==> config.mk <==
export PLATFORM = sky130hd
export DESIGN_NAME = utf8_stream_decoder_top
export DESIGN_NICKNAME = d
export VERILOG_FILES = /design/src/rtl/core/u8sd_pkg.sv /design/src/rtl/core/utf8_stream_decoder_top.sv
export VERILOG_INCLUDE_DIRS = /design/src /design/src/rtl/core
export SDC_FILE = /design/constraint.sdc
export NUM_CORES = 1
export LEC_CHECK = 0
export BUFFER_PORTS_ARGS = -buffer_cell sky130_fd_sc_hd__buf_2
export CAP_MARGIN = 10
export CELL_PAD_IN_SITES_DETAIL_PLACEMENT = 1
export CELL_PAD_IN_SITES_GLOBAL_PLACEMENT = 2
export CORE_MARGIN = 4
export CORE_UTILIZATION = 40
export CTS_CLUSTER_SIZE = 40
export DETAILED_ROUTE_END_ITERATION = 8
export PLACE_DENSITY_LB_ADDON = 0.1
export SLEW_MARGIN = 5
export SYNTH_ARGS = -nofsm -noshare
export SYNTH_HDL_FRONTEND = slang
export SYNTH_SLANG_ARGS = --single-unit
==> constraint.sdc <==
create_clock -name clk -period 9.27 [get_ports clk]
set_input_delay 0.4635 -clock clk [delete_from_list [all_inputs] [get_ports clk]]
set_output_delay 0.4635 -clock clk [all_outputs]
set_load 0.02 [all_outputs]
==> src/rtl/core/utf8_stream_decoder_top_defines.svh <==
// Assertion helpers shared by the decoder RTL.
`ifndef UTF8_STREAM_DECODER_TOP_DEFINES_SVH
`define UTF8_STREAM_DECODER_TOP_DEFINES_SVH

// Check a condition on every clock edge once reset is released.
`define U8SD_ASSERT_ALWAYS(label, cond, msg) \
  label: assert property (@(posedge clk) disable iff (!rst_n) (cond)) \
    else $error(msg);

// Check a consequence in the same cycle as its trigger.
`define U8SD_ASSERT_SAME(label, trig, cons, msg) \
  label: assert property (@(posedge clk) disable iff (!rst_n) (trig) |-> (cons)) \
    else $error(msg);

// Check a consequence in the cycle after its trigger.
`define U8SD_ASSERT_NEXT(label, trig, cons, msg) \
  label: assert property (@(posedge clk) disable iff (!rst_n) (trig) |=> (cons)) \
    else $error(msg);

`endif

==> src/rtl/core/u8sd_pkg.sv <==
package u8sd_pkg;

  localparam int unsigned CP_W   = 31;
  localparam int unsigned CNT_W  = 16;
  localparam int unsigned TRL_W  = 3;
  localparam int unsigned BYTE_W = 8;

  // Lead byte class masks and the pattern each class must match
  localparam logic [7:0] ASCII_MASK = 8'h80;
  localparam logic [7:0] LEAD2_MASK = 8'he0;
  localparam logic [7:0] LEAD2_PAT  = 8'hc0;
  localparam logic [7:0] LEAD3_MASK = 8'hf0;
  localparam logic [7:0] LEAD3_PAT  = 8'he0;
  localparam logic [7:0] LEAD4_MASK = 8'hf8;
  localparam logic [7:0] LEAD4_PAT  = 8'hf0;
  localparam logic [7:0] LEAD5_MASK = 8'hfc;
  localparam logic [7:0] LEAD5_PAT  = 8'hf8;
  localparam logic [7:0] LEAD6_MASK = 8'hfe;
  localparam logic [7:0] LEAD6_PAT  = 8'hfc;
  localparam logic [1:0] CONT_TAG   = 2'b10;

  typedef struct packed {
    logic             valid;
    logic [TRL_W-1:0] trails;
    logic [6:0]       payload;
  } lead_info_t;

  function automatic lead_info_t lead_decode(input logic [BYTE_W-1:0] b);
    lead_info_t info;
    info = '0;
    if ((b & ASCII_MASK) == 8'h00) begin
      info = '{valid: 1'b1, trails: 3'd0, payload: b[6:0]};
    end else if ((b & LEAD2_MASK) == LEAD2_PAT) begin
      info = '{valid: 1'b1, trails: 3'd1, payload: {2'b00, b[4:0]}};
    end else if ((b & LEAD3_MASK) == LEAD3_PAT) begin
      info = '{valid: 1'b1, trails: 3'd2, payload: {3'b000, b[3:0]}};
    end else if ((b & LEAD4_MASK) == LEAD4_PAT) begin
      info = '{valid: 1'b1, trails: 3'd3, payload: {4'b0000, b[2:0]}};
    end else if ((b & LEAD5_MASK) == LEAD5_PAT) begin
      info = '{valid: 1'b1, trails: 3'd4, payload: {5'b00000, b[1:0]}};
    end else if ((b & LEAD6_MASK) == LEAD6_PAT) begin
      info = '{valid: 1'b1, trails: 3'd5, payload: {6'b000000, b[0]}};
    end
    return info;
  endfunction

endpackage

==> src/rtl/core/utf8_stream_decoder_top.sv <==
// Streaming UTF-8 decoder for the original six-byte form: one byte per input
// transaction, one 31-bit code point per completed character, and one end
// transaction (out_tuser high) carrying the character count and the offset
// past the last complete character when a zero byte arrives. Bytes enter an
// input register and are decoded combinationally against the sequence
// registers into the result register, so the block takes one byte per clock
// while out_tready accepts results; a held result stalls the input. The rate
// is set by the update of the sequence state (trail count, accumulator,
// counters). Invalid leads, broken sequences and multi-byte zeros are consumed
// with no result. Counters saturate at the smaller of MAX_LENGTH and 65535.
`include "utf8_stream_decoder_top_defines.svh"

module utf8_stream_decoder_top #(
  parameter longint unsigned MAX_LENGTH = 65535
) (
  input  logic        clk,
  input  logic        rst_n,
  input  logic        in_tvalid,
  output logic        in_tready,
  input  logic [7:0]  in_tdata,   // [7:0] in_byte
  output logic        out_tvalid,
  input  logic        out_tready,
  output logic [63:0] out_tdata,  // [30:0] code_point, [46:31] char_total,
                                  // [62:47] rest_offset, [63] zero
  output logic        out_tuser   // [0] is_end
);

  localparam int unsigned CP_W  = u8sd_pkg::CP_W;
  localparam int unsigned CNT_W = u8sd_pkg::CNT_W;
  localparam int unsigned TRL_W = u8sd_pkg::TRL_W;
  localparam logic [CNT_W-1:0] CNT_LIMIT =
    (MAX_LENGTH < 64'd65535) ? CNT_W'(MAX_LENGTH) : {CNT_W{1'b1}};

  function automatic logic [CNT_W-1:0] sat_inc(input logic [CNT_W-1:0] v);
    return (v >= CNT_LIMIT) ? CNT_LIMIT : v + 1'b1;
  endfunction

  // Input stage
  logic                  stg_valid_r;
  logic [7:0]            stg_byte_r;

  // Sequence state
  logic [TRL_W-1:0]      trail_left_r, trail_left_nxt;
  logic [TRL_W-1:0]      seq_trails_r, seq_trails_nxt;
  logic [CP_W-1:0]       accum_r, accum_nxt;
  logic [CNT_W-1:0]      char_count_r, char_count_nxt;
  logic [CNT_W-1:0]      byte_pos_r, byte_pos_nxt;
  logic [CNT_W-1:0]      last_pos_r, last_pos_nxt;

  // Result register
  logic                  out_valid_r;
  logic [CP_W-1:0]       out_code_r;
  logic                  out_end_r;
  logic [CNT_W-1:0]      out_total_r;
  logic [CNT_W-1:0]      out_offset_r;

  logic                  emit;
  logic                  res_end;
  logic [CP_W-1:0]       res_code;
  logic [CNT_W-1:0]      res_total;
  logic [CNT_W-1:0]      res_offset;
  logic                  complete;
  logic                  out_free;
  logic                  advance;
  u8sd_pkg::lead_info_t  lead;

  logic                  term_taken;
  logic                  state_clear;
  logic                  char_fields_ok;

  assign out_free  = !out_valid_r || out_tready;
  assign advance   = stg_valid_r && (!emit || out_free);
  assign in_tready = !stg_valid_r || advance;

  always_comb begin
    trail_left_nxt = trail_left_r;
    seq_trails_nxt = seq_trails_r;
    accum_nxt      = accum_r;
    char_count_nxt = char_count_r;
    byte_pos_nxt   = byte_pos_r;
    last_pos_nxt   = last_pos_r;
    emit           = 1'b0;
    res_end        = 1'b0;
    res_code       = '0;
    res_total      = '0;
    res_offset     = '0;
    complete       = 1'b0;
    lead           = u8sd_pkg::lead_decode(stg_byte_r);

    if (stg_byte_r == 8'h00) begin
      // Terminator: report the string summary and clear for the next string
      emit           = 1'b1;
      res_end        = 1'b1;
      res_total      = char_count_r;
      res_offset     = last_pos_r;
      trail_left_nxt = '0;
      seq_trails_nxt = '0;
      accum_nxt      = '0;
      char_count_nxt = '0;
      byte_pos_nxt   = '0;
      last_pos_nxt   = '0;
    end else begin
      byte_pos_nxt = sat_inc(byte_pos_r);
      if (trail_left_r == '0) begin
        if (lead.valid) begin
          seq_trails_nxt = lead.trails;
          trail_left_nxt = lead.trails;
          accum_nxt      = {{(CP_W-7){1'b0}}, lead.payload};
          complete       = (lead.trails == '0);
        end
      end else if (stg_byte_r[7:6] != u8sd_pkg::CONT_TAG) begin
        // Broken sequence: drop the partial character and this byte
        trail_left_nxt = '0;
      end else begin
        trail_left_nxt = trail_left_r - 1'b1;
        accum_nxt      = {accum_r[CP_W-7:0], stg_byte_r[5:0]};
        complete       = (trail_left_r == TRL_W'(1));
      end

      if (complete) begin
        last_pos_nxt = sat_inc(byte_pos_r);
        // Drop a zero spelled with a multi-byte form
        if (!(seq_trails_nxt != '0 && accum_nxt == '0)) begin
          char_count_nxt = sat_inc(char_count_r);
          emit           = 1'b1;
          res_code       = accum_nxt;
        end
      end
    end
  end

  always_ff @(posedge clk) begin
    if (!rst_n) begin
      stg_valid_r  <= 1'b0;
      trail_left_r <= '0;
      seq_trails_r <= '0;
      accum_r      <= '0;
      char_count_r <= '0;
      byte_pos_r   <= '0;
      last_pos_r   <= '0;
      out_valid_r  <= 1'b0;
    end else begin
      if (in_tready) begin
        stg_valid_r <= in_tvalid;
      end
      if (advance) begin
        trail_left_r <= trail_left_nxt;
        seq_trails_r <= seq_trails_nxt;
        accum_r      <= accum_nxt;
        char_count_r <= char_count_nxt;
        byte_pos_r   <= byte_pos_nxt;
        last_pos_r   <= last_pos_nxt;
      end
      if (out_free) begin
        out_valid_r <= advance && emit;
      end
    end
  end

  always_ff @(posedge clk) begin
    if (in_tready && in_tvalid) begin
      stg_byte_r <= in_tdata;
    end
    if (out_free && advance && emit) begin
      out_code_r   <= res_code;
      out_end_r    <= res_end;
      out_total_r  <= res_total;
      out_offset_r <= res_offset;
    end
  end

  assign out_tvalid = out_valid_r;
  assign out_tdata  = {1'b0, out_offset_r, out_total_r, out_code_r};
  assign out_tuser  = out_end_r;

  assign term_taken     = advance && (stg_byte_r == 8'h00);
  assign state_clear    = (byte_pos_r == '0) && (trail_left_r == '0) && (char_count_r == '0);
  assign char_fields_ok = (out_total_r == '0) && (out_offset_r == '0) && (out_code_r != '0);

  `U8SD_ASSERT_ALWAYS(a_trail_range, trail_left_r <= TRL_W'(5), "trail count out of range")
  `U8SD_ASSERT_ALWAYS(a_offset_order, last_pos_r <= byte_pos_r, "offset passed byte position")
  `U8SD_ASSERT_NEXT(a_end_clears, term_taken, state_clear, "state not cleared after terminator")
  `U8SD_ASSERT_SAME(a_char_fields, out_valid_r && !out_end_r, char_fields_ok, "bad char fields")

endmodule
==> key figures, run 1 <==
Routing
  – WL/cell: 20.4 um
  – DRC violations left: 0
  – Vias per std cell: 5.85
  – Routed Antenna Nets: 0
  – Via count: 6052
  – Final WL: 21100 um
  – Starting DRT DRC Count: 490
  – DRT Pass-1 Iters: 6

Pwr
  – Psw: 417 uW
  – Leak: 3.21 nW
  – Total power: 1.60 mW
  – Clk pwr share: 0.451
  – Sw frac: 0.260
  – Comb power frac: 0.078
  – Power share of the sequential group: 0.471
  – Internal power: 1.19 mW
  – Power Dens Cells: 189 nW/um^2
  – Maximum VDD drop: 0.131 mV

Layout
  – P&R area growth vs syn: 16.2%
  – Ant. Diodes: 0
  – Layout Utilization: 0.472
  – Layout cells sized above 1: 0.184
  – Number of fill cells in the layout: 2046
  – Post-route insts no fill: 1034
  – Final Net Count: 809

Die
  – Chip Width: 143 um
  – Die Ht: 143 um
  – Initial Utilization: 0.406
  – Die ar.: 20500 sq um
  – Core area: 18000 sq um
  – Std cell rows: 49
  – # IOs: 79

STA
  – Worst Tran Pin Value: 0.927 ns
  – Slew Viols, Final: 0
  – Max Freq: 0.225 GHz
  – TNS Setup: 0 ns
  – Post-route minimum period: 4.45 ns
  – Fin. Hold Viols: 0
  – RSZ-0062 raised after global routing: false
  – Worst Skew: 0.0117 ns
  – Worst slew margin: 0.382
  – Final period utilization: 0.480
  – Worst hold slack: 0.205 ns
  – Endpoints failing setup: 0

Synth
  – Largest family of logic cells by synthesized area: compound AO/OA/AOI/OAI gates
  – Register area share after synthesis: 0.535
  – Synth warnings: 0
  – Post-Synth Adder-Cell Area: 0.00857
  – Main flop type after synthesis: dfxtp_1
  – Post-synth ARST share: 0
  – Post-synth EDFFs: 72
  – Synthesized Nets: 746
  – Post-Synth Simple-Gate Area: 0.185
  – Compound-Gate Fraction of Synth Area: 0.195
  – XOR/XNOR Fraction of Synth Area: 0.0108
  – Mapped Cells: 729
  – Post-synthesis mux area share: 0.0274
  – Syn Area/Cell: 10.0 sq um
  – Synthesized cell area: 7300 sq um
  – Synth Register Bits: 159
  – Synth cell types: 68

Hold path
  – Worst hold path depth: 1
  – Hold path start: in_tdata[2]
  – WHS Endpoint: stg_byte_r[2]$_DFFE_PP_
  – Min-Delay Path Class: in2reg

Critical path
  – Crit path capture type: flop
  – Setup slack, reg-to-reg: 4.82 ns
  – Element type at the critical path start: flop
  – Critical path origin: trail_left_r[0]$_SDFFE_PN0P_
  – CP Data Required Time: 9.34 ns
  – Worst Path Arrival: 4.52 ns
  – R2r worst-path depth: 13
  – Crit Path Class: reg2reg
  – Capturing point of the worst reg2reg path: out_code_r[1]$_SDFFCE_PP0P_
  – Reg-to-reg startpoint: trail_left_r[0]$_SDFFE_PN0P_
  – Max FO, Critical Path: 38

Flow run
  – Max cap viols: 0

Clock network
  – Root buf cell: clkbuf_16
  – Post-CTS sizing: 0
  – Clk slew on worst S/H paths: 0.07 ns
  – Largest buffer count on any clock path: 2
  – H-Tree Depth: 4
  – Postcts setup bufs: 0
  – Hold buffers post-CTS: 0
  – Total CTS buffers: 17
  – Skew-Pair Late Insertion Delay: 0.43 ns
  – CTS tree: yes
  – Sinks on Clock Net: 159

Global routing
  – Vias in the first global route: 6234
  – First-pass GRT wire length: 34200 um
  – Total grt overflow: 0
  – Largest net degree at the start of global routing: 50
  – Total track usage: 0.211
  – Initial antenna violation count: 0

Status
  – Status: finished, final reports clean

Place
  – IO buf count: 77
  – Placed Cells: 1001
  – GP Congestion: 0.865
  – HPWL after detailed placement: 14200 um
[layout by cell type (no fill, tap or decap), types with 6 or more instances in the layout]
cell	Yosys	routed
a211oi_1	10	10
a21oi_1	68	68
a22o_1	28	28
a31oi_1	10	10
a32o_1	8	8
and2_1	39	39
and3_1	12	12
buf_2	6	77
buf_4	3	15
clkbuf_16	0	17
dfxtp_1	87	87
edfxtp_1	72	72
inv_1	12	11
inv_6	0	6
mux2_2	7	7
mux2i_1	11	11
nand2_1	94	94
nand3_1	33	33
nand4_1	8	8
nor2_1	34	34
nor3_1	18	18
o211ai_1	6	6
o21ai_0	27	27
o221a_2	6	6
o2bb2ai_1	7	7
[per-stage QoR]
stage	setup slack, ns	cell area, sq um
2_1_floorplan	5.05	7300
6_report	4.82	8490
3_3_place_gp	4.64	7860
4_1_cts	4.35	8460
3_5_place_dp	4.38	7860
5_1_grt	4.47	8490
[worst max-delay path, stage by stage (launching register included)]
cell and delay, ns:
dfxtp_1 0.35, inv_1 0.08, ha_1 0.23, nand2b_1 0.37
nand2_1 0.39, buf_16 0.28, mux2i_1 0.15, o31a_1 0.15
nor2_1 0.06, a41oi_1 0.25, buf_4 0.27, nand2_1 0.32
inv_2 0.57, buf_4 0.57
[power groups by stage]
stage	registers [mW]	logic [mW]	clock network, mW
2_1_floorplan	0.773	0.0792	0
4_1_cts	0.756	0.124	0.738
6_report	0.756	0.125	0.723
5_1_grt	0.757	0.136	0.769
3_3_place_gp	0.771	0.120	0
3_5_place_dp	0.771	0.123	0
[area by class of cell]
cell class	count	area (sq um)	area share
clock buffer	17	425	0.0501
inverter	13	48.8	0.00575
tap	229	287	0.0338
sequential	159	3900	0.460
multi-input combinational	508	3120	0.368
clock inverter	15	171	0.0202
timing repair buffer	93	526	0.0619
[state kept, by name, summed over array words and instances, names as in the netlist]
name and flops:
stg_valid_r 1, out_code_r 31, char_count_r 16, out_offset_r 16, last_pos_r 16, out_total_r 16
out_tuser 1, accum_r 31, trail_left_r 3, byte_pos_r 16, seq_trails_r 3, out_tvalid 1
stg_byte_r 8
[worst max path at each step]
| stage | endpoint | cells past startpoint |
|---|---|---|
| after floorplan | out_code_r[0]$_SDFFCE_PP0P_ | 13 |
| after global placement | out_code_r[0]$_SDFFCE_PP0P_ | 12 |
| after detailed placement | out_code_r[6]$_SDFFCE_PP0P_ | 12 |
| after CTS | out_code_r[1]$_SDFFCE_PP0P_ | 12 |
| after global routing | out_code_r[1]$_SDFFCE_PP0P_ | 13 |
| final | out_code_r[1]$_SDFFCE_PP0P_ | 13 |
[logic make-up after synthesis]
group | count (synthesis)
AO/OA/AOI/OAI | 204
XOR/XNOR | 9
AND/OR/NAND/NOR | 270
adder cells (fa/ha/maj) | 5
flip-flops | 159
buffers and inverters | 62
multiplexers | 19
other | 1
[layer usage]
metal / wire length, um / global-route usage / part of all wire
met1: 9630 / 0.283 / 0.46
met2: 10300 / 0.356 / 0.49
met3: 853 / 0.0308 / 0.040
met4: 286 / 0.0645 / 0.014
met5: 0 / 0 / 0
[cell usage after synthesis, types with 10 or more instances]
| library cell | n | share of area |
|---|---|---|
| nand2_1 | 94 | 0.048 |
| dfxtp_1 | 87 | 0.24 |
| edfxtp_1 | 72 | 0.30 |
| a21oi_1 | 68 | 0.047 |
| and2_1 | 39 | 0.033 |
| clkbuf_1 | 35 | 0.018 |
| nor2_1 | 34 | 0.017 |
| nand3_1 | 33 | 0.023 |
| a22o_1 | 28 | 0.034 |
| o21ai_0 | 27 | 0.019 |
| nor3_1 | 18 | 0.012 |
| and3_1 | 12 | 0.010 |
| inv_1 | 12 | 0.0062 |
| mux2i_1 | 11 | 0.015 |
| a211oi_1 | 10 | 0.010 |
| a31oi_1 | 10 | 0.0086 |
Note: power is estimated with default switching activity, not from simulation.
==> run 2: changes to the inputs <==
--- a/config.mk
+++ b/config.mk
@@ -11,7 +11,7 @@
 export CELL_PAD_IN_SITES_DETAIL_PLACEMENT = 1
 export CELL_PAD_IN_SITES_GLOBAL_PLACEMENT = 2
 export CORE_MARGIN = 4
-export CORE_UTILIZATION = 40
+export CORE_UTILIZATION = 38
 export CTS_CLUSTER_SIZE = 40
 export DETAILED_ROUTE_END_ITERATION = 8
 export PLACE_DENSITY_LB_ADDON = 0.1
==> constraint.sdc (replaced) <==
create_clock -name clk -period 4.3 [get_ports clk]
set_input_delay 0.215 -clock clk [delete_from_list [all_inputs] [get_ports clk]]
set_output_delay 0.215 -clock clk [all_outputs]
set_load 0.02 [all_outputs]
==> key figures, run 2 (same netlist as run 1, synthesis figures left out) <==
Place
  – IO buf count: 77 (unchanged)
  – HPWL after detailed placement: 14300 um (+1.2%)
  – GP Congestion: 0.867 (+0.25%)
  – Placed Cells: 1045 (+4.4%)

Status
  – Status: finished, final reports clean

Clock network
  – H-Tree Depth: 4 (unchanged)
  – Root buf cell: clkbuf_16
  – CTS tree: yes
  – Total CTS buffers: 17 (unchanged)
  – Clk slew on worst S/H paths: 0.07 ns (about the same)
  – Sinks on Clock Net: 159 (unchanged)
  – Postcts setup bufs: 0 (unchanged)
  – Largest buffer count on any clock path: 2 (unchanged)
  – Skew-Pair Late Insertion Delay: 0.43 ns (about the same)

Critical path
  – Max incr delay on CP: 0.62 ns (+0.05 ns)
  – Crit Path Class: reg2reg
  – Crit path capture type: flop
  – Crit path buf inv count: 0 (-5)
  – Worst Path Arrival: 4.26 ns (-0.26 ns)
  – Slowest stage cell, crit path: or3_1
  – Worst path cell trace: and4_4 -> a311oi_2 -> o211ai_1 -> or4b_1 -> or4_4 -> o21a_4 -> or3_1 -> mux2_2
  – Cell class contributing the biggest share of worst-path delay: simple AND/OR/NAND/NOR gates
  – Element type at the critical path start: flop
  – CP Data Required Time: 4.62 ns (-4.72 ns)
  – Max FO, Critical Path: 16 (-58%)

Routing
  – DRT Pass-1 Iters: 5 (-1)
  – Vias per std cell: 5.63 (-3.8%)
  – DRC violations left: 0 (unchanged)
  – WL/cell: 19.5 um (-4.6%)
  – Final WL: 21100 um (about the same)
  – Starting DRT DRC Count: 502 (+2.4%)
  – Routed Antenna Nets: 0 (unchanged)
  – Via count: 6110 (+0.96%)

Global routing
  – Largest net degree at the start of global routing: 40 (-20%)
  – Total grt overflow: 0 (unchanged)
  – Total track usage: 0.198 (-0.0131)
  – Vias in the first global route: 6242 (+0.13%)
  – Initial antenna violation count: 0 (unchanged)
  – First-pass GRT wire length: 34300 um (+0.40%)

Layout
  – Regs by FF count: accum_r x31, out_code_r x31
  – Final Net Count: 829 (+2.5%)
  – Reg area: 3900 sq um (unchanged)
  – Ant. Diodes: 0 (unchanged)
  – Post-route insts no fill: 1085 (+4.9%)
  – Commonest non-fill, non-tap cell in the layout: nand2_1
  – P&R area growth vs syn: 18.7%
  – Footprint of the multi-input gates: 3130 sq um (about the same)
  – Commonest non-fill, non-tap cells in the layout: 94 x nand2_1, 87 x dfxtp_1, 77 x buf_2, 72 x edfxtp_1, 68 x a21oi_1
  – Layout cells sized above 1: 0.194 (+0.0101)
  – Number of fill cells in the layout: 2087 (+2.0%)

Die
  – Core area: 18800 sq um (+4.8%)
  – Die ar.: 21500 sq um (+5.0%)
  – Std cell rows: 50 (+2.0%)
  – Initial Utilization: 0.388 (-0.0187)
  – Die Ht: 147 um (+2.5%)
  – Chip Width: 147 um (+2.5%)
  – # IOs: 79 (unchanged)

Pwr
  – Maximum VDD drop: 0.280 mV (+110%)
  – Leak: 3.28 nW (+2.1%)
  – Power Dens Cells: 393 nW/um^2 (+110%)

STA
  – Final period utilization: 0.916 (+0.436)
  – Endpoints failing setup: 0 (unchanged)
  – Worst Skew: 0.0130 ns (+0.00131 ns)
  – Max Freq: 0.254 GHz (+13%)
  – Slew Viols, Final: 0 (unchanged)
  – Fin. Hold Viols: 0 (unchanged)
  – Post-route minimum period: 3.94 ns (-0.510 ns)
  – TNS Setup: 0 ns (unchanged)
  – Worst slew margin: 0.489 (+0.107)
  – RSZ-0062 raised after global routing: false
  – Worst Tran Pin Value: 0.767 ns (-0.160 ns)

Hold path
  – Min-Delay Path Class: in2reg

Flow run
  – Max cap viols: 0 (unchanged)
[run 2: cell count changes in the layout (fill, tap and decap cells not counted), moves of 2 or more]
cell,delta
inv_8,-3
dlygate4sd3_1,+8
clkinv_2,-2
buf_4,+12
clkinv_4,+2
[run 2: final cells by class]
class                      count  share of cell area
timing repair buffer         113              0.0794
multi-input combinational    508               0.361
tap                          260              0.0375
inverter                      13             0.00563
clock buffer                  17              0.0491
sequential                   159               0.450
clock inverter                15              0.0175
[run 2: metrics by stage]
step | total power [mW] | hold WS [ns] | util | instance area [sq um] | setup WS, ns
after floorplan | 1.84 | 0.314 | - | 7300 | 0.0757
after global placement | 1.94 | 0.391 | 0.425 | 8010 | 0.239
after detailed placement | 1.95 | 0.394 | 0.425 | 8010 | 0.110
after CTS | 3.44 | 0.0356 | 0.460 | 8670 | 0.0873
after global routing | 3.53 | 0.0933 | 0.460 | 8670 | 0.220
final | 3.41 | 0.0517 | 0.460 | 8670 | 0.360
[run 2: where the power goes]
group          switching [mW]  internal [mW]  leakage (nW)
logic                   0.199         0.0934          1.58
clock network           0.673          0.814         0.272
registers              0.0235           1.60          1.43
total                   0.896           2.51          3.28
[run 2: worst paths after layout]
| path | startpoint | to | slack, ns | depth (start not counted) |
|---|---|---|---|---|
| worst max-delay path | stg_byte_r[4]$_DFFE_PP_ | last_pos_r[14]$_SDFFE_PN0P_ | 0.36 | 8 |
| worst min-delay path | in_tvalid | stg_valid_r$_SDFFE_PN0P_ | 0.05 | 3 |
| worst max register to register | stg_byte_r[4]$_DFFE_PP_ | last_pos_r[14]$_SDFFE_PN0P_ | 0.36 | 8 |
| worst min register to register | last_pos_r[0]$_SDFFE_PN0P_ | last_pos_r[0]$_SDFFE_PN0P_ | 0.46 | 2 |
[run 2: tightest hold or removal path, cell delays in order]
cell,delay (ns)
buf_2,0.07
inv_1,0.05
a21oi_1,0.10
[run 2: metal layers]
layer  wire length, um  GRT usage  up-vias
met2             10200      0.322      163
met4               313     0.0611        0
met1              9720      0.272     3046
li1                  -          -     2879
met3               925     0.0335       22
met5                 0          0        -
[run 2: repair_timing]
| item | CTS | global route |
|---|---|---|
| setup endpoints to repair | 0 | 29 |
| resized for setup | 0 | 1 |
| endpoints found under the hold margin | 8 | 0 |
| hold buffers | 8 | 0 |
==> run 3: changes to the inputs <==
--- a/config.mk
+++ b/config.mk
@@ -14,6 +14,8 @@
 export CORE_UTILIZATION = 38
 export CTS_CLUSTER_SIZE = 40
 export DETAILED_ROUTE_END_ITERATION = 8
+export GPL_ROUTABILITY_DRIVEN = 0
+export HOLD_SLACK_MARGIN = 0.1
 export PLACE_DENSITY_LB_ADDON = 0.1
 export SLEW_MARGIN = 5
 export SYNTH_ARGS = -nofsm -noshare
==> key figures, run 3 (same netlist as run 1, synthesis figures left out) <==
Global routing
  – Initial antenna violation count: 0 (unchanged)
  – First-pass GRT wire length: 34300 um (about the same)
  – Largest net degree at the start of global routing: 40 (unchanged)
  – Total track usage: 0.198 (about the same)
  – Total grt overflow: 0 (unchanged)
  – Vias in the first global route: 6248 (+0.096%)

Status
  – Status: finished, final reports clean

Die
  – Core area: 18800 sq um (unchanged)
  – Die Ht: 147 um (unchanged)
  – Initial Utilization: 0.388 (unchanged)
  – Std cell rows: 50 (unchanged)
  – Chip Width: 147 um (unchanged)
  – Die ar.: 21500 sq um (unchanged)
  – # IOs: 79 (unchanged)

Clock network
  – Total CTS buffers: 17 (unchanged)
  – Sinks on Clock Net: 159 (unchanged)
  – Root buf cell: clkbuf_16
  – Largest buffer count on any clock path: 2 (unchanged)
  – CTS tree: yes
  – Skew-Pair Late Insertion Delay: 0.43 ns (about the same)
  – Clk slew on worst S/H paths: 0.07 ns (about the same)
  – H-Tree Depth: 4 (unchanged)

STA
  – Fin. Hold Viols: 0 (unchanged)
  – Slew Viols, Final: 0 (unchanged)
  – TNS Setup: 0 ns (unchanged)
  – Final period utilization: 0.915 (-0.00142)
  – Max Freq: 0.254 GHz (+0.16%)
  – Worst Tran Pin Value: 0.768 ns (+0.000771 ns)
  – Post-route minimum period: 3.93 ns (-0.00610 ns)
  – RSZ-0062 raised after global routing: false
  – Endpoints failing setup: 0 (unchanged)
  – Worst Skew: 0.0136 ns (+0.000596 ns)
  – Worst slew margin: 0.488 (-0.000514)

Routing
  – DRT Pass-1 Iters: 5 (unchanged)
  – Vias per std cell: 5.63 (about the same)
  – Via count: 6113 (+0.049%)
  – DRC violations left: 0 (unchanged)
  – Routed Antenna Nets: 0 (unchanged)
  – Starting DRT DRC Count: 459 (-8.6%)
  – Final WL: 21100 um (-0.14%)
  – WL/cell: 19.4 um (-0.23%)

Pwr
  – Power share of the sequential group: 0.478 (about the same)
  – Maximum VDD drop: 0.281 mV (+0.36%)
  – Leak: 3.29 nW (+0.13%)
  – Internal power: 2.51 mW (about the same)
  – Clk pwr share: 0.436 (about the same)
  – Sw frac: 0.263 (-0.000360)
  – Power Dens Cells: 392 nW/um^2 (-0.14%)
  – Psw: 895 uW (-0.17%)
  – Comb power frac: 0.086 (about the same)

Layout
  – Final Net Count: 830 (+0.12%)
  – Layout cells sized above 1: 0.194 (-0.000235)
  – Ant. Diodes: 0 (unchanged)
  – P&R area growth vs syn: 18.9%
  – Commonest non-fill, non-tap cell in the layout: nand2_1
  – Commonest non-fill, non-tap cells in the layout: 94 x nand2_1, 87 x dfxtp_1, 77 x buf_2, 72 x edfxtp_1, 68 x a21oi_1
  – Layout Utilization: 0.461 (+0.000531)
  – Regs by FF count: accum_r x31, out_code_r x31

Critical path
  – Crit Path Class: reg2reg
  – CP Data Required Time: 4.62 ns (about the same)
  – Worst Path Arrival: 4.26 ns (about the same)
  – Critical path origin: stg_byte_r[2]$_DFFE_PP_
  – Element type at the critical path start: flop
  – Reg-to-reg startpoint: stg_byte_r[2]$_DFFE_PP_
  – Crit path capture type: flop
  – Max FO, Critical Path: 16 (unchanged)
  – Setup slack, reg-to-reg: 0.37 ns (about the same)

Hold path
  – Hold path start: out_tready
  – Min-Delay Path Class: in2reg

Flow run
  – Max cap viols: 0 (unchanged)

Place
  – HPWL after detailed placement: 14300 um (unchanged)
  – IO buf count: 77 (unchanged)
==> run 3: power by group through the flow <==
| stage | Clock, mW | Combinational [mW] | Sequential, mW |
|---|---|---|---|
| 2_1_floorplan | 0 | 0.171 | 1.67 |
| 3_3_place_gp | 0 | 0.280 | 1.66 |
| 3_5_place_dp | 0 | 0.285 | 1.66 |
| 4_1_cts | 1.52 | 0.293 | 1.63 |
| 5_1_grt | 1.58 | 0.319 | 1.63 |
| 6_report | 1.49 | 0.293 | 1.63 |
==> run 3: metrics by stage <==
step	std cells	setup slack, ns	power, mW	hold slack (ns)	area [sq um]
5_1_grt	1086	0.220	3.53	0.209	8680
2_1_floorplan	729	0.0757	1.84	0.314	7300
3_5_place_dp	1045	0.110	1.95	0.394	8010
3_3_place_gp	1045	0.239	1.94	0.391	8010
6_report	1086	0.366	3.41	0.186	8680
4_1_cts	1086	0.0873	3.44	0.165	8680
==> run 3: cell type report <==
type                    count  area (sq um)
well taps                 260           325
multi-input cells         508          3130
clock buffers              17           425
repair buffers            114           698
fillers                  2086         10200
flip-flops and latches    159          3900
inverters                  13          48.8
clock inverters            15           151
==> run 3: timing repair <==
item	4_1_cts	5_1_grt
resized for setup	0	1
setup endpoints to repair	0	29
hold buffers	9	0
buffers inserted	0	0
endpoints found under the hold margin	9	0
==> run 3: path summary, 6_finish.rpt <==
check	to	cells after the start
min reg2reg	last_pos_r[0]$_SDFFE_PN0P_	2
max	last_pos_r[14]$_SDFFE_PN0P_	8
min	out_tvalid$_SDFFE_PN0N_	4
max reg2reg	last_pos_r[14]$_SDFFE_PN0P_	8
==> run 3: per-layer routing <==
metal / share of wire / up-vias / global-route usage
met3: 0.048 / 23 / 0.0335
li1: - / 2882 / -
met2: 0.48 / 170 / 0.323
met4: 0.015 / 0 / 0.0611
met5: 0 / - / 0
met1: 0.46 / 3038 / 0.272
==> run 3: worst max-delay path, stage by stage, from the launching register on <==
cell and delay, ns:
edfxtp_1 0.51, and4_4 0.27, a311oi_2 0.48, o211ai_1 0.23
or4b_1 0.53, or4_4 0.55, o21a_4 0.21, or3_1 0.63
mux2_2 0.40
